[src/sv/max_heap_priority_queue_defines.svh]
// Assertion macros shared by the heap priority queue RTL.
// No dependencies; define ASSERT_OFF to compile the checks out.
`ifndef MAX_HEAP_PRIORITY_QUEUE_DEFINES_SVH
`define MAX_HEAP_PRIORITY_QUEUE_DEFINES_SVH

`ifndef ASSERT_OFF

// property holds at every clock edge outside reset
`define MHPQ_ASSERT(lbl, clk, rst_n, cond) \
    lbl: assert property (@(posedge clk) disable iff (!rst_n) (cond)) \
        else $error("mhpq: invariant check failed");

// same-cycle implication
`define MHPQ_ASSERT_IMPL(lbl, clk, rst_n, ante, cons) \
    lbl: assert property (@(posedge clk) disable iff (!rst_n) (ante) |-> (cons)) \
        else $error("mhpq: implication check failed");

// next-cycle implication
`define MHPQ_ASSERT_NEXT(lbl, clk, rst_n, ante, cons) \
    lbl: assert property (@(posedge clk) disable iff (!rst_n) (ante) |=> (cons)) \
        else $error("mhpq: next-cycle check failed");

`else

`define MHPQ_ASSERT(lbl, clk, rst_n, cond)
`define MHPQ_ASSERT_IMPL(lbl, clk, rst_n, ante, cons)
`define MHPQ_ASSERT_NEXT(lbl, clk, rst_n, ante, cons)

`endif

`endif

[src/sv/mhpq_pkg.sv]
// Shared types and constants for the max-heap priority queue.
// No dependencies; used by mhpq_cmp and max_heap_priority_queue.
package mhpq_pkg;

    localparam int DATA_W    = 32;
    localparam int CAP_DEF   = 16;
    localparam int CNT_OUT_W = 5;
    localparam int IN_TDATA_W  = 32;
    localparam int OUT_TDATA_W = 72;

    // command carried in the input tuser bit
    typedef enum logic {
        CMD_INSERT = 1'b0,
        CMD_DELETE = 1'b1
    } t_cmd;

    // which operand the compare unit found largest
    typedef enum logic [1:0] {
        PICK_CUR,
        PICK_B,
        PICK_C
    } t_pick;

    typedef struct packed {
        t_pick                    pick;
        logic signed [DATA_W-1:0] max_val;
    } t_cmp_res;

endpackage

[src/sv/mhpq_cmp.sv]
// Shared three-way signed compare unit for sift-up and sift-down.
// Depends on mhpq_pkg.
module mhpq_cmp
    import mhpq_pkg::*;
(
    input  logic signed [DATA_W-1:0] i_cur,
    input  logic signed [DATA_W-1:0] i_b,
    input  logic                     i_b_ok,
    input  logic signed [DATA_W-1:0] i_c,
    input  logic                     i_c_ok,
    output t_cmp_res                 o_res
);

    // strict compares: on ties the current entry wins
    always_comb begin
        t_cmp_res res;
        res.pick    = PICK_CUR;
        res.max_val = i_cur;
        if (i_b_ok && (i_b > res.max_val)) begin
            res.pick    = PICK_B;
            res.max_val = i_b;
        end
        if (i_c_ok && (i_c > res.max_val)) begin
            res.pick    = PICK_C;
            res.max_val = i_c;
        end
        o_res = res;
    end

endmodule

[src/sv/max_heap_priority_queue.sv]
// Bounded binary max-heap priority queue: sequencer, heap memory, result register.
// Depends on mhpq_pkg, mhpq_cmp and max_heap_priority_queue_defines.svh.
//
// Usage:
//   Input channel (i_s_*): one beat per operation. tuser[0] is the command
//   (0 insert, 1 delete-max), tdata is the signed 32-bit value to insert.
//   Output channel (o_m_*): exactly one result beat per input beat, in order.
//   The heap is walked one tree level at a time through one shared compare
//   unit and a memory with registered reads: each level passes a read state
//   and a compare state. Rejected operations go straight to the result
//   state. o_s_tready is high only while no operation is in work.
//   A finished result sits in the output register; the next operation is
//   taken while it waits, and the sequencer holds its next result until the
//   receiver takes the previous one.
//   Reset empties the queue (count zero); heap memory is not cleared, since
//   only entries below the count are ever read.
`include "max_heap_priority_queue_defines.svh"

module max_heap_priority_queue
    import mhpq_pkg::*;
#(
    parameter int CAPACITY = CAP_DEF
) (
    input  logic                   i_clk,
    input  logic                   i_rst_n,
    // input beats
    input  logic                   i_s_tvalid,
    output logic                   o_s_tready,
    input  logic [IN_TDATA_W-1:0]  i_s_tdata,   // [31:0] value
    input  logic [0:0]             i_s_tuser,   // [0] command
    // result beats
    output logic                   o_m_tvalid,
    input  logic                   i_m_tready,
    // [31:0] removed_value, [32] removed_valid, [64:33] top_value,
    // [69:65] entry_count, [70] overflow, [71] underflow
    output logic [OUT_TDATA_W-1:0] o_m_tdata
);

    localparam int AW = (CAPACITY > 1) ? $clog2(CAPACITY) : 1;
    localparam int CW = $clog2(CAPACITY + 1);
    localparam int IW = AW + 2;

    typedef enum logic [3:0] {
        S_IDLE,
        S_UP_RD,
        S_UP_CMP,
        S_UP_FIN,
        S_DEL_RD,
        S_DEL_LD,
        S_DN_RD,
        S_DN_CMP,
        S_DONE
    } t_state;

    t_state                   r_state;
    logic [CW-1:0]            r_count;
    logic [AW-1:0]            r_pos;
    logic signed [DATA_W-1:0] r_val;
    logic signed [DATA_W-1:0] r_top;
    logic signed [DATA_W-1:0] r_removed;
    logic                     r_rvalid;
    logic                     r_ovf;
    logic                     r_unf;
    logic                     r_out_valid;
    logic [OUT_TDATA_W-1:0]   r_out_data;

    logic signed [DATA_W-1:0] r_mem [CAPACITY];
    logic signed [DATA_W-1:0] r_rd0;
    logic signed [DATA_W-1:0] r_rd1;

    logic                     s_accept;
    t_cmd                     cmd;
    logic [IW-1:0]            idx_l;
    logic [IW-1:0]            idx_r;
    logic [IW-1:0]            count_ext;
    logic [AW-1:0]            parent;
    logic                     l_ok;
    logic                     r_ok;
    logic [AW-1:0]            raddr0;
    logic [AW-1:0]            raddr1;
    logic                     we;
    logic [AW-1:0]            waddr;
    logic signed [DATA_W-1:0] wdata;
    logic signed [DATA_W-1:0] cmp_cur;
    logic signed [DATA_W-1:0] cmp_b;
    logic                     cmp_b_ok;
    logic                     cmp_c_ok;
    t_cmp_res                 cmp_res;
    logic                     out_load;

    assign o_s_tready = (r_state == S_IDLE);
    assign s_accept   = i_s_tvalid && o_s_tready;
    assign cmd        = t_cmd'(i_s_tuser[0]);
    assign o_m_tvalid = r_out_valid;
    assign o_m_tdata  = r_out_data;

    // tree index arithmetic
    assign idx_l     = IW'({r_pos, 1'b1});
    assign idx_r     = idx_l + IW'(1);
    assign count_ext = IW'(r_count);
    assign parent    = AW'((r_pos - AW'(1)) >> 1);
    assign l_ok      = (idx_l < count_ext);
    assign r_ok      = (idx_r < count_ext);

    // memory read addresses
    always_comb begin
        case (r_state)
            S_UP_RD:  raddr0 = parent;
            S_DEL_RD: raddr0 = r_count[AW-1:0];
            default:  raddr0 = idx_l[AW-1:0];
        endcase
        raddr1 = idx_r[AW-1:0];
    end

    // compare unit operand select
    always_comb begin
        if (r_state == S_UP_CMP) begin
            cmp_cur  = r_rd0;
            cmp_b    = r_val;
            cmp_b_ok = 1'b1;
            cmp_c_ok = 1'b0;
        end else begin
            cmp_cur  = r_val;
            cmp_b    = r_rd0;
            cmp_b_ok = l_ok;
            cmp_c_ok = r_ok;
        end
    end

    mhpq_cmp u_cmp (
        .i_cur  (cmp_cur),
        .i_b    (cmp_b),
        .i_b_ok (cmp_b_ok),
        .i_c    (r_rd1),
        .i_c_ok (cmp_c_ok),
        .o_res  (cmp_res)
    );

    // hole-based sifting: one memory write per level
    always_comb begin
        we    = 1'b0;
        waddr = r_pos;
        wdata = r_val;
        case (r_state)
            S_UP_CMP: begin
                we    = 1'b1;
                wdata = (cmp_res.pick == PICK_B) ? r_rd0 : r_val;
            end
            S_UP_FIN: begin
                we = 1'b1;
            end
            S_DN_CMP: begin
                we    = 1'b1;
                wdata = cmp_res.max_val;
            end
            default: begin
                we = 1'b0;
            end
        endcase
    end

    // heap memory, at most one write and two registered reads per cycle
    always_ff @(posedge i_clk) begin
        if (we) begin
            r_mem[waddr] <= wdata;
        end
        r_rd0 <= r_mem[raddr0];
        r_rd1 <= r_mem[raddr1];
    end

    assign out_load = (r_state == S_DONE) && (!r_out_valid || i_m_tready);

    // sequencer and result register
    always_ff @(posedge i_clk) begin
        if (!i_rst_n) begin
            r_state     <= S_IDLE;
            r_count     <= '0;
            r_out_valid <= 1'b0;
        end else begin
            // a new result replaces the one taken in the same cycle
            if (r_out_valid && i_m_tready && !out_load) begin
                r_out_valid <= 1'b0;
            end
            case (r_state)
                S_IDLE: begin
                    if (s_accept) begin
                        if (cmd == CMD_INSERT) begin
                            r_removed <= '0;
                            r_rvalid  <= 1'b0;
                            r_unf     <= 1'b0;
                            if (r_count >= CW'(CAPACITY)) begin
                                r_ovf   <= 1'b1;
                                r_state <= S_DONE;
                            end else begin
                                r_ovf   <= 1'b0;
                                r_val   <= i_s_tdata;
                                r_pos   <= r_count[AW-1:0];
                                r_count <= r_count + CW'(1);
                                r_state <= (r_count == '0) ? S_UP_FIN : S_UP_RD;
                            end
                        end else begin
                            r_ovf <= 1'b0;
                            if (r_count == '0) begin
                                r_removed <= '0;
                                r_rvalid  <= 1'b0;
                                r_unf     <= 1'b1;
                                r_state   <= S_DONE;
                            end else begin
                                r_removed <= r_top;
                                r_rvalid  <= 1'b1;
                                r_unf     <= 1'b0;
                                r_count   <= r_count - CW'(1);
                                r_state   <= (r_count == CW'(1)) ? S_DONE : S_DEL_RD;
                            end
                        end
                    end
                end
                S_UP_RD: begin
                    r_state <= S_UP_CMP;
                end
                S_UP_CMP: begin
                    if (cmp_res.pick == PICK_B) begin
                        r_pos   <= parent;
                        r_state <= (parent == '0) ? S_UP_FIN : S_UP_RD;
                    end else begin
                        r_state <= S_DONE;
                    end
                end
                S_UP_FIN: begin
                    // hole has reached the root
                    r_top   <= r_val;
                    r_state <= S_DONE;
                end
                S_DEL_RD: begin
                    r_state <= S_DEL_LD;
                end
                S_DEL_LD: begin
                    // last entry becomes the value sifted down from the root
                    r_val   <= r_rd0;
                    r_pos   <= '0;
                    r_state <= S_DN_RD;
                end
                S_DN_RD: begin
                    r_state <= S_DN_CMP;
                end
                S_DN_CMP: begin
                    if (r_pos == '0) begin
                        r_top <= cmp_res.max_val;
                    end
                    case (cmp_res.pick)
                        PICK_B: begin
                            r_pos   <= idx_l[AW-1:0];
                            r_state <= S_DN_RD;
                        end
                        PICK_C: begin
                            r_pos   <= idx_r[AW-1:0];
                            r_state <= S_DN_RD;
                        end
                        default: begin
                            r_state <= S_DONE;
                        end
                    endcase
                end
                S_DONE: begin
                    if (out_load) begin
                        r_out_valid <= 1'b1;
                        r_out_data  <= {r_unf, r_ovf, CNT_OUT_W'(r_count),
                                        (r_count != '0) ? r_top : DATA_W'(0),
                                        r_rvalid, r_removed};
                        r_state     <= S_IDLE;
                    end
                end
                default: begin
                    r_state <= S_IDLE;
                end
            endcase
        end
    end

    // checks
    `MHPQ_ASSERT(a_count_bound, i_clk, i_rst_n, r_count <= CW'(CAPACITY))
    `MHPQ_ASSERT_IMPL(a_dn_pos_live, i_clk, i_rst_n, r_state == S_DN_CMP, IW'(r_pos) < count_ext)
    `MHPQ_ASSERT_NEXT(a_count_hold, i_clk, i_rst_n, !s_accept, $stable(r_count))
    `MHPQ_ASSERT_IMPL(a_flags_excl, i_clk, i_rst_n, o_m_tvalid, !(o_m_tdata[70] && o_m_tdata[71]) && !(o_m_tdata[32] && o_m_tdata[71]))

endmodule

[config.mk]
export PLATFORM = sky130hd
export DESIGN_NAME = max_heap_priority_queue
export DESIGN_NICKNAME = d
export VERILOG_FILES = /design/src/sv/mhpq_pkg.sv /design/src/sv/mhpq_cmp.sv /design/src/sv/max_heap_priority_queue.sv
export VERILOG_INCLUDE_DIRS = /design/src /design/src/sv
export SDC_FILE = /design/constraint.sdc
export NUM_CORES = 1
export LEC_CHECK = 0
export BUFFER_PORTS_ARGS = -buffer_cell sky130_fd_sc_hd__buf_2
export CAP_MARGIN = 20
export CELL_PAD_IN_SITES_DETAIL_PLACEMENT = 1
export CELL_PAD_IN_SITES_GLOBAL_PLACEMENT = 1
export CORE_MARGIN = 2
export CORE_UTILIZATION = 25
export CTS_CLUSTER_DIAMETER = 40
export DETAILED_ROUTE_END_ITERATION = 8
export GPL_TIMING_DRIVEN = 1
export PLACE_DENSITY_LB_ADDON = 0.1
export SYNTH_ARGS = -nofsm -noshare
export SYNTH_HDL_FRONTEND = slang
export SYNTH_SLANG_ARGS = --single-unit
[constraint.sdc]
create_clock -name i_clk -period 11 [get_ports i_clk]
set_input_delay 0.55 -clock i_clk [delete_from_list [all_inputs] [get_ports i_clk]]
set_output_delay 0.55 -clock i_clk [all_outputs]
set_load 0.01 [all_outputs]
== Word-level counts from Yosys, hierarchy flattened ==
Memories as Yosys holds them, arrays and structs flattened. A register that Yosys moved wholly into a read port is not among the register bits.
Index checks and enable logic that the tools add are counted.

* Memories: 1
* RAM bits: 512
* Register bits after elaboration: 185
* Output and inout port bits: 74
* Logic and storage cells: 114
* Input port bits: 37

{| class="wikitable"
|+ Memory list
! name !! depth !! bits a word !! read ports !! clocked after Yosys merged registers in !! write ports !! line !! RTL
|-
| r_mem || 16 || 32 || 2 || 2 || 1 || max_heap_priority_queue.sv:67 || <nowiki>logic signed [DATA_W-1:0] r_mem [CAPACITY];</nowiki>
|}

* Reductions and logical operators: 27
* $add $sub $neg: 4
* Eq/ne operators: 20
* Bitwise operators: 1
* Magnitude comparators: 5
* Multiplexer cells: 44

{| class="wikitable"
|+ Operators by type and width
! kind !! number
|-
| 32-bit 2-to-1 mux || 7
|-
| 32-bit case mux with 2 select lines || 3
|-
| 32-bit greater-than comparator || 2
|-
| 4-bit 2-to-1 mux || 12
|-
| 4-bit case mux with 9 select lines || 1
|-
| 34-bit 2-to-1 mux || 1
|-
| 33-bit 2-to-1 mux || 1
|-
| 4-bit by 3-bit equality test with 1-bit output, second input constant || 4
|-
| 4-bit case mux with 2 select lines || 2
|-
| 4-bit case mux with 4 select lines || 1
|-
| 5-bit 2-to-1 mux || 3
|-
| 4-bit zero test || 3
|-
| 2-bit inequality test, second input constant || 6
|-
| 1-bit 2-to-1 mux || 11
|-
| 3-bit AND reduction || 3
|-
| 4-bit by 2-bit equality test with 1-bit output, second input constant || 2
|-
| 7-bit AND reduction || 1
|-
| 5-bit by 1-bit adder with 6-bit output, second input constant || 1
|-
| 1-bit logical AND || 6
|-
| 6-bit by 5-bit < comparator with 1-bit output || 1
|-
| 5-bit by 1-bit adder with 5-bit output, second input constant || 1
|-
| 5-bit by 1-bit equality test with 1-bit output, second input constant || 1
|-
| 5-bit >= comparator, second input constant || 1
|-
| 5-bit zero test || 1
|-
| other kinds (21) || 26
|}

== Depth between registers and ports, before layout ==
* Depth in word-level cells: 12
* Mapped depth: 27
* Gate-level depth less buffers: 21

== Cells and area by module ==
A second synthesis with hierarchy kept.

* Cells, all modules: 2,369
* Area, all modules: 34,239.1 sq um

{| class="wikitable"
|+ By module, submodules not included
! module !! cells an instance !! area each (sq um) !! instances !! seq. area each (sq um)
|-
| max_heap_priority_queue || 2,066 || 31,815.5 || 1 || 22,111.2
|-
| mhpq_cmp || 303 || 2,423.6 || 1 || 0.0
|}

== Worst setup path after synthesis ==
OpenSTA, ideal clock, no wires.

* Path kind: reg-to-reg
* Start: reg r_pos[0]
* End: reg r_top[0] (enable)
* Setup time: 595 ps
* Path buffers: 2
* Arrival time: 6,388 ps
* Period minus slack after synthesis: 6,983 ps
* Setup slack: 4,017 ps
* Required time: 10,405 ps
* Cell stages (with the launch flop): 7
* Path through: edfxtp_1 -> clkbuf_1 -> clkbuf_1 -> inv_1 -> ha_1 -> nand2_1 -> a2111oi_0

* Longest elaborated chain between the ends: 3

{| class="wikitable"
|+ RTL lines
! element !! line !! RTL
|-
| start: declaration || max_heap_priority_queue.sv:57 || <nowiki>logic [AW-1:0] r_pos;</nowiki>
|-
| start signal: assignment || max_heap_priority_queue.sv:197 || <nowiki>r_pos <= r_count[AW-1:0];</nowiki>
|-
| start signal: assignment || max_heap_priority_queue.sv:223 || <nowiki>r_pos <= parent;</nowiki>
|-
| start signal: assignment || max_heap_priority_queue.sv:252 || <nowiki>r_pos <= idx_l[AW-1:0];</nowiki>
|-
| 4-bit zero test || max_heap_priority_queue.sv:247 || <nowiki>if (r_pos == '0) begin</nowiki>
|-
| 2-bit inequality test (no source line) || n/a ||
|-
| 3-bit AND reduction (no source line) || n/a ||
|-
| end signal: assignment || max_heap_priority_queue.sv:231 || <nowiki>r_top <= r_val;</nowiki>
|-
| end signal: assignment || max_heap_priority_queue.sv:248 || <nowiki>r_top <= cmp_res.max_val;</nowiki>
|-
| end: declaration || max_heap_priority_queue.sv:59 || <nowiki>logic signed [DATA_W-1:0] r_top;</nowiki>
|}

Every way passes these cells.
A chain may end at the register's enable or synchronous reset.

== Final worst setup path ==
* Start: reg r_state[2]
* End: mem r_mem[6][31], data pin

* Longest elaborated chain between the ends: 11
* Elaborated cells between the ends (all ways): 15
* Those cells by class: 2 x order compare; 3 x eq/ne; 8 x mux; 2 x reduce/logical

{| class="wikitable"
|+ RTL lines
! element !! line !! RTL
|-
| start: declaration || max_heap_priority_queue.sv:55 || <nowiki>t_state r_state;</nowiki>
|-
| start signal: assignment || max_heap_priority_queue.sv:199 || <nowiki>r_state <= (r_count == '0) ? S_UP_FIN : S_UP_RD;</nowiki>
|-
| start signal: assignment || max_heap_priority_queue.sv:213 || <nowiki>r_state <= (r_count == CW'(1)) ? S_DONE : S_DEL_RD;</nowiki>
|-
| start signal: assignment || max_heap_priority_queue.sv:224 || <nowiki>r_state <= (parent == '0) ? S_UP_FIN : S_UP_RD;</nowiki>
|-
| 4-bit by 2-bit equality test with 1-bit output || max_heap_priority_queue.sv:117, max_heap_priority_queue.sv:144 ||
|-
| 32-bit 2-to-1 mux || max_heap_priority_queue.sv:117 || <nowiki>if (r_state == S_UP_CMP) begin</nowiki>
|-
| 32-bit greater-than comparator || mhpq_cmp.sv:19 || <nowiki>if (i_b_ok && (i_b > res.max_val)) begin</nowiki>
|-
| 1-bit logical AND || mhpq_cmp.sv:19 ||
|-
| 33-bit 2-to-1 mux || mhpq_cmp.sv:19 ||
|-
| 32-bit greater-than comparator || mhpq_cmp.sv:23 || <nowiki>if (i_c_ok && (i_c > res.max_val)) begin</nowiki>
|-
| 1-bit logical AND || mhpq_cmp.sv:23 ||
|-
| 34-bit 2-to-1 mux || mhpq_cmp.sv:23 ||
|-
| 2-bit by 1-bit equality test with 1-bit output || max_heap_priority_queue.sv:147 || <nowiki>wdata = (cmp_res.pick == PICK_B) ? r_rd0 : r_val;</nowiki>
|-
| 32-bit 2-to-1 mux || max_heap_priority_queue.sv:147 ||
|-
| 32-bit case mux with 2 select lines (*) || max_heap_priority_queue.sv:144 || <nowiki>case (r_state)</nowiki>
|-
| named net wdata[31] || max_heap_priority_queue.sv:83 || <nowiki>logic signed [DATA_W-1:0] wdata;</nowiki>
|-
| end: declaration || max_heap_priority_queue.sv:67 ||
|}

Mark *: on every way through the listed nets, which the timed path passes. The rest lies on a longest branch.

==> results.md <==
- Status: complete, no violations
- Crit-path most repeated cell: buf_4
- Tmin final: 8.26 ns
- Critical R2R Capture: r_mem[6][31]
- Initial antenna violation count: 8
- Placed cell areas: 0.0377 sq mm
- Avg Cell Area, Syn: 13.1 sq um
- Die width: 378 microns
- Hold-fix buffer count after cts: 0
- Max cap viols: 0
- Pins over their slew limit: 0
- Most frequent cells in the layout: edfxtp_1, nand2_1, a21oi_1
- Finished Layout Cells: 4772
- # IOs: 111
- Latest clock arrival within the worst-skew pair: 0.75 ns
- Post-CTS Setup Inserts: 0
- EDFF count, synth: 687
- Routed length per instance: 26.5 microns
- Clock transition at the registers of the reported paths: 0.05 ns
- Hold depth: 2
- Fin Setup TNS: 0 ns
- Layout cells sized above 1: 20.8%
- Final worst setup slack: 2.74 ns
- Lkg Pwr: 14.4 nW
- Clock sinks: 761
- Via count: 23404
- CTS buffer count: 140
- FMAX: 0.121 GHz
- Die height: 378 microns
- Slowest cell on crit path: o21ai_0
- GRT Resource Usage Total: 17.6%
- Register-to-register setup slack: 2.74 ns
- First-pass GRT wire length: 181 mm
- Crit-path cells: nor4b_4, buf_4, o2111ai_1, and3_1, nor4b_2, a31oi_1, o2111ai_4, buf_4, a21oi_1, a21oi_1, ha_1, a21o_1, a21o_1, a2111oi_0, o211ai_1, and2_1, o21ai_0, o31ai_1, buf_4, nor2_4, buf_4, o31ai_1, o21ai_0, buf_4
- Final setup skew: 0.0297 ns
- Root Buffer: clkbuf_16
- RSZ-0062 raised after global routing: no
- Cell Pwr Density: 334 mW/mm^2
- Routed vias/inst: 4.90
- Crit-path max cell delay: 0.81 ns
- Drc violations: 0
- Post-layout nets: 2864
- Deepest clock path buffer count: 3
- Slew @ Worst Pin: 1.05 ns
- Syn. warnings: 0
- Gp weighted congestion: 0.833
- First DRT Iteration DRCs: 1393
- Initial core utilization: 25.1%
- CTS tree: done
- Async SR Flop Fraction: 0%
- CP Buf/Inv Count: 5
- Input/output buffers: 110
- Mapped Area: 0.0350 sq mm
- Worst slack, placed: 2.64 ns
- Drt first pass iters: 6
- CTS H-tree lvls: 4
- Arr. time, crit path: 8.82 ns
- Flops & latches, synth: 761
- Final setup violating endpoints: 0
- Distinct cell type count after synthesis: 73
- Main synth FF type: edfxtp_1
- Req. time, crit path: 11.56 ns
- Largest net degree at the start of global routing: 159
- Hold Crit Class: in2reg
- Final Hold Viols: 0
- Worst slew margin: 30.3%
- Cts repair resizes: 0
- Sequential area share after synthesis: 63.1%
- WL final: 126 mm
- Fin crit share: 75.1%
- Max VDD drop: 0.000250 V
- Area Overhead vs Synth: 21.8%
- CP endpoint kind: flop
- Type of the worst setup path: reg2reg
- Crit Path Max Fanout: 55
- Core Box Area: 0.139 sq mm
- Family with the most delay on the worst path: compound AO/OA/AOI/OAI gates
- Vias in the first global route: 24563
- Die area: 0.143 sq mm
- Antenna viol nets, final: 0
- # rows: 137
- Net Count, Synth: 2763
- Design Area, Final: 0.0427 sq mm
- CP startpoint kind: flop
- Total grt overflow: 0
- Placed cells: 4512
- Syn Inst Count: 2679
- Post-DP HPWL: 75.0 mm
- Worst r2r path cells: 24
- Min-delay src: i_s_tdata[2]
- Worst R2R Start: r_state[2]
- Most common cell after layout, fill and taps aside: edfxtp_1
- Hold Crit Endpoint: r_val[2]
state kept, by name, indices dropped and copies added (netlist names), 4 cells and up:
name and cells:
r_top 32, r_mem 512, r_count 5, r_rd1 32, r_pos 4, r_state 4
r_removed 32, r_rd0 32, o_m_tdata 72, r_val 32
per-layer routing:
layer / vias up / global-route usage (%) / share of wire, %
li1: 10554 / - / -
met1: 12139 / 22.8 / 45
met2: 498 / 28.9 / 47
met3: 211 / 3.47 / 4.2
met4: 2 / 7.04 / 3.6
met5: - / 0 / 0.010
cell families (layout without fill, tap and decap cells):
group / after synthesis / count (layout) / share of synthesized area [%]
buf+inv: 276 / 492 / 3.23
simple gates: 737 / 737 / 10.2
mux: 146 / 146 / 6.69
xor+xnor: 32 / 32 / 0.821
compound gates: 653 / 653 / 13.4
other cells: 0 / 1 / 0
flops: 761 / 761 / 63.1
fa+ha+maj: 74 / 74 / 2.47
where the power goes:
| group | internal (W) | total [W] | leakage, nW | switching [W] |
|---|---|---|---|---|
| combinational | 0.00178 | 0.00546 | 5.13 | 0.00367 |
| clock | 0.00297 | 0.00452 | 2.38 | 0.00155 |
| sequential | 0.00389 | 0.00430 | 6.84 | 0.000407 |
metrics by stage:
stage / utilization, % / total power [W] / hold WS (ns)
floorplan: - / 0.00776 / 0.400
global placement: 27.1 / 0.00982 / 0.400
detailed placement: 27.1 / 0.00987 / 0.406
CTS: 30.6 / 0.0145 / 0.0419
global route: 30.6 / 0.0151 / 0.0742
finish: 30.6 / 0.0143 / 0.111
cell usage after synthesis (all sizes together), types with 3 or more instances:
cell type  instances  share of area (%)
nor3b              3              0.064
o221ai            64                2.1
a2111oi            3              0.075
a211oi           163                3.5
o211ai            37               0.81
a21o              10               0.21
o31ai              5               0.11
o21a               7               0.15
dfxtp             74                4.2
mux4              64                4.1
o21ai             24               0.34
a311oi            65                1.6
a22oi              3              0.064
or3                6               0.11
a21oi            179                2.6
mux2              64                2.1
buf               44               0.75
and3              43               0.77
nor3              12               0.17
nand2            350                3.7
nor4               4              0.089
xor2               8               0.20
inv               75               0.80
nor2              71               0.76
a31oi             70                1.2
and2             175                3.1
mux2i             18               0.51
and4               4               0.11
nand2b            22               0.39
clkbuf           156                1.7
a32oi              3              0.075
maj3              27               0.79
nand4             15               0.27
nand3             10               0.14
edfxtp           687                 59
xnor2             24               0.62
nor2b             13               0.23
ha                47                1.7
final cells by class:
cell class,count,area [sq um]
inverters,76,285
diodes,1,2.50
clock buffers,163,3730
well taps,1876,2350
repair buffers,159,981
fillers,14762,96700
flip-flops and latches,761,22100
clock inverters,94,1210
multi-input cells,1642,12000
worst max path at each step:
stage / start / endpoint / depth (start not counted)
2_1_floorplan: r_pos[0] / r_top[0] / 6
3_3_place_gp: r_state[2] / r_mem[6][31] / 26
3_5_place_dp: r_state[2] / r_mem[14][8] / 25
4_1_cts: r_state[2] / r_mem[2][8] / 25
5_1_grt: r_state[2] / r_mem[6][31] / 24
6_report: r_state[2] / r_mem[6][31] / 24
(Power assumes the default switching activity.)
